## src/hw/rtl/dfp_pkg.sv

```systemverilog
// ----------------------------------------------------------------------------
// dfp_pkg
// Shared types, character codes and the power-of-ten table for the decimal
// token to fixed point parser.
// ----------------------------------------------------------------------------
package dfp_pkg;

   localparam int INT_ACC_W  = 32;   // wraps; only its low 32 - FRAC_BITS bits reach the result
   localparam int FRAC_ACC_W = 30;   // holds up to 999999999
   localparam int DIGIT_W    = 4;

   localparam logic [DIGIT_W-1:0] MAX_FRAC_DIGITS = 4'd9;

   localparam logic [7:0] CHAR_TAB   = 8'h09;
   localparam logic [7:0] CHAR_SPACE = 8'h20;
   localparam logic [7:0] CHAR_PLUS  = 8'h2B;
   localparam logic [7:0] CHAR_MINUS = 8'h2D;
   localparam logic [7:0] CHAR_DOT   = 8'h2E;
   localparam logic [7:0] CHAR_ZERO  = 8'h30;
   localparam logic [7:0] CHAR_NINE  = 8'h39;

   typedef struct packed {
      logic                  negative;
      logic [INT_ACC_W-1:0]  integer_acc;
      logic [FRAC_ACC_W-1:0] fraction_acc;
      logic [DIGIT_W-1:0]    fraction_digits;
   } scan_type;

   typedef struct packed {
      logic busy;
      logic done;
   } div_status_type;

   // 10^n, counts above nine clamp to nine
   function automatic logic [FRAC_ACC_W-1:0] pow10_of(input logic [DIGIT_W-1:0] n);
      logic [FRAC_ACC_W-1:0] p;
      unique case (n)
         4'd0:    p = 30'd1;
         4'd1:    p = 30'd10;
         4'd2:    p = 30'd100;
         4'd3:    p = 30'd1000;
         4'd4:    p = 30'd10000;
         4'd5:    p = 30'd100000;
         4'd6:    p = 30'd1000000;
         4'd7:    p = 30'd10000000;
         4'd8:    p = 30'd100000000;
         default: p = 30'd1000000000;
      endcase
      return p;
   endfunction

endpackage

```

## src/hw/rtl/dfp_req_if.sv

```systemverilog
// ----------------------------------------------------------------------------
// dfp_req_if
// Character channel: one token character and a last-of-token flag per item.
// ----------------------------------------------------------------------------
interface dfp_req_if;
   logic       valid;
   logic       ready;
   logic [7:0] char_in;
   logic       token_end;

   modport source (output valid, output char_in, output token_end, input ready);
   modport sink   (input valid, input char_in, input token_end, output ready);
endinterface

```

## src/hw/rtl/dfp_rsp_if.sv

```systemverilog
// ----------------------------------------------------------------------------
// dfp_rsp_if
// Result channel: one signed fixed point value per item.
// ----------------------------------------------------------------------------
interface dfp_rsp_if;
   logic               valid;
   logic               ready;
   logic signed [31:0] fixed_value;

   modport source (output valid, output fixed_value, input ready);
   modport sink   (input valid, input fixed_value, output ready);
endinterface

```

## src/hw/rtl/dfp_scanner.sv

```systemverilog
// ----------------------------------------------------------------------------
// dfp_scanner
// Per-character token scanner: blank skip, sign, integer and fraction
// digit accumulation. One character per cycle while take is high; cleared after each token.
// ----------------------------------------------------------------------------
module dfp_scanner
   import dfp_pkg::*;
(
   input  logic       clock,
   input  logic       reset,
   input  logic       take,
   input  logic [7:0] char_in,
   input  logic       clear,
   output scan_type   scan
);

   localparam logic [1:0] PH_BLANK = 2'd0;
   localparam logic [1:0] PH_INT   = 2'd1;
   localparam logic [1:0] PH_FRAC  = 2'd2;
   localparam logic [1:0] PH_STOP  = 2'd3;

   logic [1:0]            phase_ff, phase_in;
   logic                  neg_ff, neg_in;
   logic [INT_ACC_W-1:0]  int_ff, int_in;
   logic [FRAC_ACC_W-1:0] frac_ff, frac_in;
   logic [DIGIT_W-1:0]    digits_ff, digits_in;

   logic                  is_digit;
   logic [3:0]            digit;
   logic [INT_ACC_W-1:0]  int_next;
   logic [FRAC_ACC_W-1:0] frac_next;

   assign is_digit  = (char_in >= CHAR_ZERO) && (char_in <= CHAR_NINE);
   assign digit     = char_in[3:0];
   // acc * 10 + digit as shift-adds, wrapping in the kept width
   assign int_next  = (int_ff << 3) + (int_ff << 1) + INT_ACC_W'(digit);
   assign frac_next = (frac_ff << 3) + (frac_ff << 1) + FRAC_ACC_W'(digit);

   always_comb begin
      phase_in  = phase_ff;
      neg_in    = neg_ff;
      int_in    = int_ff;
      frac_in   = frac_ff;
      digits_in = digits_ff;
      if (clear) begin
         phase_in  = PH_BLANK;
         neg_in    = 1'b0;
         int_in    = '0;
         frac_in   = '0;
         digits_in = '0;
      end else if (take) begin
         unique case (phase_ff)
            PH_BLANK: begin
               priority if (char_in == CHAR_SPACE || char_in == CHAR_TAB) begin
                  phase_in = PH_BLANK;
               end else if (char_in == CHAR_MINUS) begin
                  neg_in   = 1'b1;
                  phase_in = PH_INT;
               end else if (char_in == CHAR_PLUS) begin
                  phase_in = PH_INT;
               end else if (is_digit) begin
                  int_in   = int_next;
                  phase_in = PH_INT;
               end else if (char_in == CHAR_DOT) begin
                  phase_in = PH_FRAC;
               end else begin
                  phase_in = PH_STOP;
               end
            end
            PH_INT: begin
               priority if (is_digit) begin
                  int_in = int_next;
               end else if (char_in == CHAR_DOT) begin
                  phase_in = PH_FRAC;
               end else begin
                  phase_in = PH_STOP;
               end
            end
            PH_FRAC: begin
               if (is_digit) begin
                  // extra fraction digits are dropped without stopping
                  if (digits_ff < MAX_FRAC_DIGITS) begin
                     frac_in   = frac_next;
                     digits_in = digits_ff + 4'd1;
                  end
               end else begin
                  phase_in = PH_STOP;
               end
            end
            PH_STOP: begin
               phase_in = PH_STOP;
            end
         endcase
      end
   end

   always_ff @(posedge clock) begin
      if (reset) begin
         phase_ff  <= PH_BLANK;
         neg_ff    <= 1'b0;
         int_ff    <= '0;
         frac_ff   <= '0;
         digits_ff <= '0;
      end else begin
         phase_ff  <= phase_in;
         neg_ff    <= neg_in;
         int_ff    <= int_in;
         frac_ff   <= frac_in;
         digits_ff <= digits_in;
      end
   end

   assign scan.negative        = neg_ff;
   assign scan.integer_acc     = int_ff;
   assign scan.fraction_acc    = frac_ff;
   assign scan.fraction_digits = digits_ff;

endmodule

```

## src/hw/rtl/dfp_divider.sv

```systemverilog
// ----------------------------------------------------------------------------
// dfp_divider
// Restoring shift-subtract divider, one quotient bit per cycle. The dividend
// is known to be below divisor * 2^(FRAC_BITS+1), so FRAC_BITS+1 steps do.
// ----------------------------------------------------------------------------
module dfp_divider
   import dfp_pkg::*;
#(
   parameter int FRAC_BITS = 12,
   localparam int DW = FRAC_ACC_W + 1 + FRAC_BITS,
   localparam int QW = FRAC_BITS + 1,
   localparam int CW = $clog2(QW + 1)
) (
   input  logic                  clock,
   input  logic                  reset,
   input  logic                  start,
   input  logic [DW-1:0]         dividend,
   input  logic [FRAC_ACC_W-1:0] divisor,
   output div_status_type        status,
   output logic [QW-1:0]         quotient
);

   logic [FRAC_ACC_W-1:0] rem_ff, rem_in;
   logic [FRAC_ACC_W-1:0] div_ff;
   logic [QW-1:0]         low_ff, low_in;
   logic [QW-1:0]         quo_ff, quo_in;
   logic [CW-1:0]         count_ff, count_in;
   logic                  done_ff, done_in;

   logic [FRAC_ACC_W:0]   trial;
   logic [FRAC_ACC_W:0]   diff;
   logic                  fits;

   assign trial = {rem_ff, low_ff[QW-1]};
   assign diff  = trial - {1'b0, div_ff};
   assign fits  = trial >= {1'b0, div_ff};

   always_comb begin
      rem_in = fits ? diff[FRAC_ACC_W-1:0] : trial[FRAC_ACC_W-1:0];
      low_in = {low_ff[QW-2:0], 1'b0};
      quo_in = {quo_ff[QW-2:0], fits};
   end

   always_comb begin
      count_in = count_ff;
      if (start) begin
         count_in = CW'(QW);
      end else if (count_ff != '0) begin
         count_in = count_ff - CW'(1);
      end
      done_in = !start && (count_ff == CW'(1));
   end

   always_ff @(posedge clock) begin
      if (reset) begin
         count_ff <= '0;
         done_ff  <= 1'b0;
      end else begin
         count_ff <= count_in;
         done_ff  <= done_in;
      end
   end

   always_ff @(posedge clock) begin
      if (start) begin
         rem_ff <= dividend[DW-1:QW];
         low_ff <= dividend[QW-1:0];
         div_ff <= divisor;
         quo_ff <= '0;
      end else if (count_ff != '0) begin
         rem_ff <= rem_in;
         low_ff <= low_in;
         quo_ff <= quo_in;
      end
   end

   assign status.busy = count_ff != '0;
   assign status.done = done_ff;
   assign quotient    = quo_ff;

endmodule

```

## src/hw/rtl/decimal_to_fixed_parser_core.sv

```systemverilog
// ----------------------------------------------------------------------------
// decimal_to_fixed_parser_core
// Decimal token to signed fixed point converter.
// ----------------------------------------------------------------------------
// req_ch carries one character per item with token_end on the last one of a
// token; rsp_ch returns one signed value with FRAC_BITS fraction bits per
// token. Characters are taken one per cycle while the scanner is running.
// After the last character ready drops while the token is finished, which
// runs through the start, sum and output states; with fraction digits a
// divide state lies between start and sum, for the shift-subtract
// divider that rounds the fraction, one bit a cycle.
// ready returns the cycle after the result is loaded. The output register
// holds a result while rsp_ch stalls; the next token's characters are still
// taken, and only its own finish waits for the register to drain.
// Reset returns the scanner to blank skip with all accumulators cleared and
// empties the output register.
// ----------------------------------------------------------------------------
module decimal_to_fixed_parser_core
   import dfp_pkg::*;
#(
   parameter int FRAC_BITS = 12
) (
   input logic         clock,
   input logic         reset,
   dfp_req_if.sink     req_ch,
   dfp_rsp_if.source   rsp_ch
);

   localparam int DW = FRAC_ACC_W + 1 + FRAC_BITS;
   localparam int QW = FRAC_BITS + 1;

   localparam logic [2:0] ST_PARSE  = 3'd0;
   localparam logic [2:0] ST_START  = 3'd1;
   localparam logic [2:0] ST_DIVIDE = 3'd2;
   localparam logic [2:0] ST_SUM    = 3'd3;
   localparam logic [2:0] ST_OUT    = 3'd4;

   logic [2:0]            state_ff, state_in;
   logic                  out_valid_ff, out_valid_in;
   logic [31:0]           out_value_ff;
   logic [31:0]           sum_ff, sum_in;

   logic                  accept;
   logic                  out_load;
   logic                  div_start;
   scan_type              scan;
   div_status_type        div_st;
   logic [QW-1:0]         quotient;
   logic [FRAC_ACC_W-1:0] pow10;
   logic [DW-1:0]         dividend;
   logic [31:0]           frac_term;

   assign accept   = req_ch.valid && req_ch.ready;
   assign out_load = (state_ff == ST_OUT) && (!out_valid_ff || rsp_ch.ready);

   dfp_scanner u_scanner (
      .clock   (clock),
      .reset   (reset),
      .take    (accept),
      .char_in (req_ch.char_in),
      .clear   (out_load),
      .scan    (scan)
   );

   // (fraction << FRAC_BITS) + 10^digits / 2 gives round-half-up
   assign pow10     = pow10_of(scan.fraction_digits);
   assign dividend  = (DW'(scan.fraction_acc) << FRAC_BITS) + DW'(pow10 >> 1);
   assign div_start = (state_ff == ST_START) && (scan.fraction_digits != '0);

   dfp_divider #(
      .FRAC_BITS (FRAC_BITS)
   ) u_divider (
      .clock    (clock),
      .reset    (reset),
      .start    (div_start),
      .dividend (dividend),
      .divisor  (pow10),
      .status   (div_st),
      .quotient (quotient)
   );

   assign frac_term = (scan.fraction_digits == '0) ? 32'd0 : 32'(quotient);
   assign sum_in    = (scan.integer_acc << FRAC_BITS) + frac_term;

   always_comb begin
      state_in = state_ff;
      unique case (state_ff)
         ST_PARSE: begin
            if (accept && req_ch.token_end) begin
               state_in = ST_START;
            end
         end
         ST_START: begin
            state_in = div_start ? ST_DIVIDE : ST_SUM;
         end
         ST_DIVIDE: begin
            if (div_st.done) begin
               state_in = ST_SUM;
            end
         end
         ST_SUM: begin
            state_in = ST_OUT;
         end
         ST_OUT: begin
            if (out_load) begin
               state_in = ST_PARSE;
            end
         end
         default: begin
            state_in = ST_PARSE;
         end
      endcase
   end

   always_comb begin
      out_valid_in = out_valid_ff;
      if (out_load) begin
         out_valid_in = 1'b1;
      end else if (rsp_ch.ready) begin
         out_valid_in = 1'b0;
      end
   end

   always_ff @(posedge clock) begin
      if (reset) begin
         state_ff     <= ST_PARSE;
         out_valid_ff <= 1'b0;
      end else begin
         state_ff     <= state_in;
         out_valid_ff <= out_valid_in;
      end
   end

   always_ff @(posedge clock) begin
      if (state_ff == ST_SUM) begin
         sum_ff <= sum_in;
      end
      if (out_load) begin
         out_value_ff <= scan.negative ? (32'd0 - sum_ff) : sum_ff;
      end
   end

   assign req_ch.ready       = state_ff == ST_PARSE;
   assign rsp_ch.valid       = out_valid_ff;
   assign rsp_ch.fixed_value = $signed(out_value_ff);

   // the sequencer leaves parsing right after a token's last character
   a_end_drops_ready: assert property (@(posedge clock) disable iff (reset)
      (req_ch.valid && req_ch.ready && req_ch.token_end) |=> !req_ch.ready)
      else $error("ready still high after last character of a token");

   // divider is running or finishing whenever the sequencer waits on it
   a_divide_active: assert property (@(posedge clock) disable iff (reset)
      (state_ff == ST_DIVIDE) |-> (div_st.busy || div_st.done))
      else $error("waiting on an idle divider");

   // rounded fraction never exceeds one unit of the integer part
   a_quotient_range: assert property (@(posedge clock) disable iff (reset)
      div_st.done |-> (quotient <= (QW'(1) << FRAC_BITS)))
      else $error("fraction quotient out of range");

   // a new result only appears from the output stage
   a_result_source: assert property (@(posedge clock) disable iff (reset)
      $rose(out_valid_ff) |-> ($past(state_ff) == ST_OUT))
      else $error("result raised outside the output stage");

endmodule

```

## src/flat_wrapper.sv

```systemverilog
// flat-port wrapper written by rule: the top's interface ports become plain ports
module decimal_to_fixed_parser_core_flat import dfp_pkg::*;
#(
   parameter int FRAC_BITS = 12
)
  (clock, reset, req_ch_valid, req_ch_char_in, req_ch_token_end, req_ch_ready, rsp_ch_valid, rsp_ch_fixed_value, rsp_ch_ready);
  dfp_req_if req_ch_i ();
  dfp_rsp_if rsp_ch_i ();
  input logic clock;
  input logic reset;
  input wire logic [$bits(req_ch_i.valid)-1:0] req_ch_valid;
  input wire logic [$bits(req_ch_i.char_in)-1:0] req_ch_char_in;
  input wire logic [$bits(req_ch_i.token_end)-1:0] req_ch_token_end;
  output wire logic [$bits(req_ch_i.ready)-1:0] req_ch_ready;
  output wire logic [$bits(rsp_ch_i.valid)-1:0] rsp_ch_valid;
  output wire logic [$bits(rsp_ch_i.fixed_value)-1:0] rsp_ch_fixed_value;
  input wire logic [$bits(rsp_ch_i.ready)-1:0] rsp_ch_ready;
  assign req_ch_i.valid = req_ch_valid;
  assign req_ch_i.char_in = req_ch_char_in;
  assign req_ch_i.token_end = req_ch_token_end;
  assign req_ch_ready = req_ch_i.ready;
  assign rsp_ch_valid = rsp_ch_i.valid;
  assign rsp_ch_fixed_value = rsp_ch_i.fixed_value;
  assign rsp_ch_i.ready = rsp_ch_ready;
  decimal_to_fixed_parser_core #(.FRAC_BITS(FRAC_BITS)) u_core (.clock(clock), .reset(reset), .req_ch(req_ch_i), .rsp_ch(rsp_ch_i));
endmodule
```

## config.mk

```make
export PLATFORM = sky130hd
export DESIGN_NAME = decimal_to_fixed_parser_core_flat
export DESIGN_NICKNAME = d
export VERILOG_FILES = /design/src/hw/rtl/dfp_pkg.sv /design/src/hw/rtl/dfp_req_if.sv /design/src/hw/rtl/dfp_rsp_if.sv /design/src/hw/rtl/dfp_scanner.sv /design/src/hw/rtl/dfp_divider.sv /design/src/hw/rtl/decimal_to_fixed_parser_core.sv /design/src/flat_wrapper.sv
export SDC_FILE = /design/constraint.sdc
export NUM_CORES = 1
export LEC_CHECK = 0
export BUFFER_PORTS_ARGS = -buffer_cell sky130_fd_sc_hd__buf_2
export CAP_MARGIN = 0
export CORE_MARGIN = 4
export CORE_UTILIZATION = 50
export DETAILED_ROUTE_END_ITERATION = 8
export GPL_TIMING_DRIVEN = 0
export HOLD_SLACK_MARGIN = 0.12
export PLACE_DENSITY = 0.69
export SKIP_CTS_REPAIR_TIMING = 1
export SYNTH_ARGS = -nofsm -noshare
export SYNTH_HDL_FRONTEND = slang
export SYNTH_HIERARCHICAL = 1
export SYNTH_SLANG_ARGS = --single-unit
```

## constraint.sdc

```tcl
create_clock -name clock -period 6.4 [get_ports clock]
set_input_delay 0.96 -clock clock [delete_from_list [all_inputs] [get_ports clock]]
set_output_delay 0.96 -clock clock [all_outputs]
set_load 0.1 [all_outputs]
```

==> results.yml, run 1 <==
worst_setup_path:
  crit_type: "register to register"
  regToRegEndpoint: "u_core/u_divider/rem_ff[28]"
  rrSetupSlack_ns: 1.59
  reg2reg_from: "u_core/u_scanner/digits_ff[3]"
  critPathRequiredTime_ns: 6.74
  cp-start-kind: "register"
  cp.arrival_ns: 5.15
  crit_fanout: 12
  cp-end-kind: "register"
  reg2reg_depth: 12
floorplan:
  core-area_sq_um: 29900
  die_area_sq_um: 33400
  initial_core_util: 0.510
  die_h_um: 183
  chipWidth_um: 183
  ios: 47
  num_rows: 63
pwr:
  p_sw_uw: 1910
  powerDensity_nw_per_um2: 326
  switching_share: 0.348
  p_clk_frac: 0.266
  leakagePower_uw: 0.00699
  combPwrFrac: 0.380
  intPower_uw: 3580
  seq_power_share: 0.353
  irDropWorstVdd_uv: 241
clock_network:
  cts_sinks: 216
  cts.path.max_buffers: 3
  clk_pin_slew_ns: 0.06
  cts_max_level: 1
  cts_tree: "done"
  cts_root_buf: "clkbuf_16"
  cts_buffers: 25
  clock_latency_ns: 0.53
final_layout:
  fin_nets: 1926
  drive_gt1_frac: 0.0975
  antenna_cells: 0
  area_growth_pct: 10.7
grt:
  track_usage: 0.213
  overflow: 0
  grt_start_max_net_pins: 35
  antenna_found_initial: 0
  grt_pass1_vias: 11900
  grt_pass1_wl_um: 59300
drt:
  drt_wl_total_um: 36500
  post_drt_via_cell_ratio: 5.77
  antenna_left: 0
  dr.pass1.iters: 7
  drc: 0
  wl_per_cell_um: 16.8
  drtIter0Drc: 953
  dr_total_vias: 12500
placement:
  post-place-ws_ns: 1.72
  dp_hpwl_um: 28000
  place_congestion: 0.921
  port_buffers: 45
yosys:
  synthCells: 1680
  syn_nets: 1848
  postSynthAreaPerCell_sq_um: 9.08
  ys_warn_count: 6
  synth_area_sq_um: 15200
timing:
  max_freq_mhz: 208
  fin_skew_ns: 0.00878
  period_needed_ns: 4.81
  setup_slack_ns: 1.59
  drv_slew: 0
  hold_violations: 0
  timing.final.crit_share: 0.752
  rsz0062_at_grt: "no"
  hold_ws_ns: 0.460
  worstMarginPinSlew_ns: 1.38
  slew_headroom: 0.0789
  setup_viol: 0
min_path:
  holdPathStages: 2
  hold_start: "u_core/u_divider/quotient[12]"
  hold_path.class: "register to register"
  holdPathEnd: "u_core/u_divider/quotient[12]"
flow_run:
  maxCapViolations: 0
status:
  outcome: "complete, no violations"
[state kept, by name, indices dropped and copies added, names as in the netlist]
name / flops
u_core/rsp_ch.fixed_value: 32
u_core/rsp_ch.valid: 1
u_core/state_ff: 3
u_core/sum_ff: 32
u_core/u_divider/count_ff: 4
u_core/u_divider/div_ff: 30
u_core/u_divider/done_ff: 1
u_core/u_divider/low_ff: 13
u_core/u_divider/quotient: 13
u_core/u_divider/rem_ff: 30
u_core/u_scanner/digits_ff: 4
u_core/u_scanner/frac_ff: 30
u_core/u_scanner/int_ff: 20
u_core/u_scanner/neg_ff: 1
u_core/u_scanner/phase_ff: 2
[per-layer routing]
metal / GRT usage / up-vias / share of wire
met5: 0 / - / 0
met3: 0.0323 / 52 / 0.059
met1: 0.294 / 5865 / 0.46
li1: - / 6221 / -
met4: 0.0438 / 0 / 0.020
met2: 0.359 / 350 / 0.47
[cell usage in the layout, fill, tap and decap left out, types with 36 or more instances in the layout]
| cell | n |
|---|---|
| a21o_1 | 44 |
| a21oi_1 | 149 |
| a31oi_1 | 36 |
| buf_2 | 56 |
| clkbuf_1 | 58 |
| dfxtp_1 | 79 |
| edfxtp_1 | 137 |
| ha_1 | 149 |
| inv_1 | 81 |
| nand2_1 | 211 |
| nand3_1 | 48 |
| nor2_1 | 117 |
| nor3_1 | 38 |
| o21ai_0 | 74 |
| xnor2_1 | 94 |
[power by group through the flow]
stage                     sequential, uW  clock (uW)  combinational [uW]
after CTS                           1940        1490                2060
after global placement              1970           0                1980
after detailed placement            1970           0                2040
after floorplan                     1950           0                1600
final                               1940        1460                2090
after global routing                1960        1550                2310
[area by class of cell]
class,instances,area [sq um]
timing repair buffer,51,290
buffer,72,318
fill,2667,13000
clock inverter,11,166
sequential,216,5700
tap,390,488
clock buffer,33,666
inverter,83,312
multi-input combinational,1309,8940
[worst max path at each step]
stage,start,slack (ns),cells past startpoint,endpoint
floorplan,u_core/u_scanner/digits_ff[0],0.14,10,u_core/u_divider/low_ff[0]
global placement,u_core/u_scanner/digits_ff[0],-2.90,10,u_core/u_divider/low_ff[0]
detailed placement,u_core/u_scanner/digits_ff[0],1.72,15,u_core/u_divider/rem_ff[22]
CTS,u_core/u_scanner/digits_ff[3],1.70,12,u_core/u_divider/rem_ff[28]
global route,u_core/u_scanner/digits_ff[3],1.30,12,u_core/u_divider/rem_ff[28]
finish,u_core/u_scanner/digits_ff[3],1.59,12,u_core/u_divider/rem_ff[28]
[through the flow]
step	area (sq um)	utilization	std cells	setup TNS (ns)	power [uW]
after detailed placement	16000	0.537	2121	0	4010
after global placement	16000	0.534	2115	-228.05	3950
after floorplan	15200	-	1680	0	3550
final	16900	0.565	2165	0	5490
after CTS	16900	0.565	2165	0	5500
after global routing	16900	0.565	2165	0	5820
[worst max-delay path, cell delays in order, from the launching register on]
cell and delay (ns):
dfxtp_1 0.50, clkbuf_1 0.34, inv_1 0.20, nor2_1 1.08, ha_1 0.24, clkbuf_1 0.31, nand2_1 0.09, o21ai_0 0.33
a211oi_1 0.12, a31oi_1 0.60, nand3b_1 0.18, xnor2_1 0.29, a2bb2oi_1 0.32
(Power assumes the default switching activity.)
==> inputs of run 2 (changes only) <==
--- a/config.mk
+++ b/config.mk
@@ -5,6 +5,7 @@
 export SDC_FILE = /design/constraint.sdc
 export NUM_CORES = 1
 export LEC_CHECK = 0
+export ABC_AREA = 1
 export BUFFER_PORTS_ARGS = -buffer_cell sky130_fd_sc_hd__buf_2
 export CAP_MARGIN = 0
 export CORE_MARGIN = 4
==> constraint.sdc (replaced) <==
create_clock -name clock -period 4 [get_ports clock]
set_input_delay 0.6 -clock clock [delete_from_list [all_inputs] [get_ports clock]]
set_output_delay 0.6 -clock clock [all_outputs]
set_load 0.1 [all_outputs]
==> run 2 against run 1 <==
Combinational power increased by 55%. Design area is 15% higher. Synthesized cell count rose by 56%. Register-to-register slack got worse by 1.3 ns. Worst setup slack worse by 1.3 ns. Critical path type unchanged. Largest cell class unchanged. Largest power group unchanged. Highest routed layer unchanged.
==> results.yml, run 2 <==
timing:
  worstMarginPinSlew_ns: 0.970
  hold_violations: 0
  slew_headroom: 0.352
  period_needed_ns: 3.76
  setup_viol: 0
  drv_slew: 0
  rsz0062_at_grt: "no"
  fin_skew_ns: 0.0124
  max_freq_mhz: 266
  timing.final.crit_share: 0.940
clock_network:
  cts_root_buf: "clkbuf_16"
  cts_tree: "done"
  cts.path.max_buffers: 3
  cts_buffers: 24
  cts_max_level: 1
  clock_latency_ns: 0.53
  cts_sinks: 216
  clk_pin_slew_ns: 0.06
min_path:
  hold_path.class: "input port to register"
  holdPathStages: 3
floorplan:
  chipWidth_um: 197
  num_rows: 68
  die_h_um: 197
  core-area_sq_um: 34800
  die_area_sq_um: 38600
  initial_core_util: 0.511
  ios: 47
drt:
  post_drt_via_cell_ratio: 5.14
  drc: 0
  antenna_left: 0
  wl_per_cell_um: 14.9
  drtIter0Drc: 1227
  dr.pass1.iters: 6
  dr_total_vias: 16300
  drt_wl_total_um: 47100
yosys:
  ys_warn_count: 6
  postSynthAreaPerCell_sq_um: 6.79
  synth_area_sq_um: 17800
  syn_nets: 2787
  synthCells: 2619
worst_setup_path:
  critPathRequiredTime_ns: 4.28
  crit_chain: "clkinv_1, nor2_2, inv_1, o21ai_0, ha_1, nand2_1, inv_1, nand2_1, nand2_1, a21oi_1, nand2_1, nand2_1, nand2_1, nand2_1, nand2_1, nand2_1, nand2_1"
  cp.arrival_ns: 4.04
  path_buf_inv: 3
  cp-start-kind: "register"
  crit_fanout: 13
  reg2reg_depth: 17
  critical_path_depth: 17
  cp_common_cell: "nand2_1"
  crit_type: "register to register"
  crit_family: "simple AND/OR/NAND/NOR gates"
  cp-end-kind: "register"
  crit_slowest_cell: "nor2_2"
  cpPeakStageDelay_ns: 0.76
grt:
  grt_pass1_vias: 15500
  grt_start_max_net_pins: 53
  grt_pass1_wl_um: 76200
  overflow: 0
  antenna_found_initial: 0
  track_usage: 0.238
pwr:
  irDropWorstVdd_uv: 474
  leakagePower_uw: 0.0101
  powerDensity_nw_per_um2: 434
  totalPowerFinal_uw: 8410
placement:
  dp_hpwl_um: 38200
  place_congestion: 0.983
  port_buffers: 46
final_layout:
  antenna_cells: 0
  fillers: 3379
  regArea_sq_um: 5700
  drive_gt1_frac: 0.0689
  multi_input_area_sq_um: 10100
  final_cell_mix: "nand2_1, inv_1, nor2_1"
  fin_nets: 2864
  layout_commonest_cell: "nand2_1"
  final_util: 0.557
  area_growth_pct: 9.09
flow_run:
  maxCapViolations: 0
status:
  outcome: "complete, no violations"
-- run 2: per-stage QoR --
step	hold slack [ns]	setup WS, ns	TNS, ns	instance area [sq um]	cells
2_1_floorplan	0.426	0.111	0	17800	2619
4_1_cts	0.379	-0.329	-17.21	19400	3167
6_report	0.411	0.242	0	19400	3168
3_3_place_gp	0.439	-1.36	-93.50	18600	3120
5_1_grt	0.406	0.0250	0	19400	3168
3_5_place_dp	0.451	-0.314	-15.93	18700	3124
-- run 2: per-layer routing --
layer,wire length [um],GRT usage,vias to the layer above
li1,-,-,8404
met1,22600,0.342,7399
met2,21000,0.385,392
met3,2190,0.0209,83
met4,1320,0.0698,0
met5,0,0,-
-- run 2: final timing paths --
check | from | end | slack (ns)
worst min-delay path | req_ch_char_in[0] | u_core/u_scanner/int_ff[0] | 0.41
worst min register to register | u_core/sum_ff[0] | u_core/rsp_ch.fixed_value[0] | 0.47
worst max register to register | u_core/u_scanner/digits_ff[3] | u_core/u_divider/rem_ff[26] | 0.24
worst max-delay path | u_core/u_scanner/digits_ff[3] | u_core/u_divider/rem_ff[26] | 0.24
-- run 2: cell type report --
type / instances / share of cell area
Buffer: 42 / 0.0141
Clock buffer: 37 / 0.0355
Clock inverter: 6 / 0.00200
Inverter: 470 / 0.0910
Multi-Input combinational cell: 1892 / 0.520
Sequential cell: 216 / 0.294
Tap cell: 455 / 0.0294
Timing Repair Buffer: 50 / 0.0144
-- run 2: power by group --
group	switching [uW]	internal, uW	leakage, uW
combinational	2170	1070	0.00781
clock	867	1180	0.000357
sequential	204	2920	0.00194
-- run 2: tightest hold or removal path, cell delays in order --
cell	delay, ns
buf_2	0.10
o21ai_0	0.09
a21oi_1	0.11
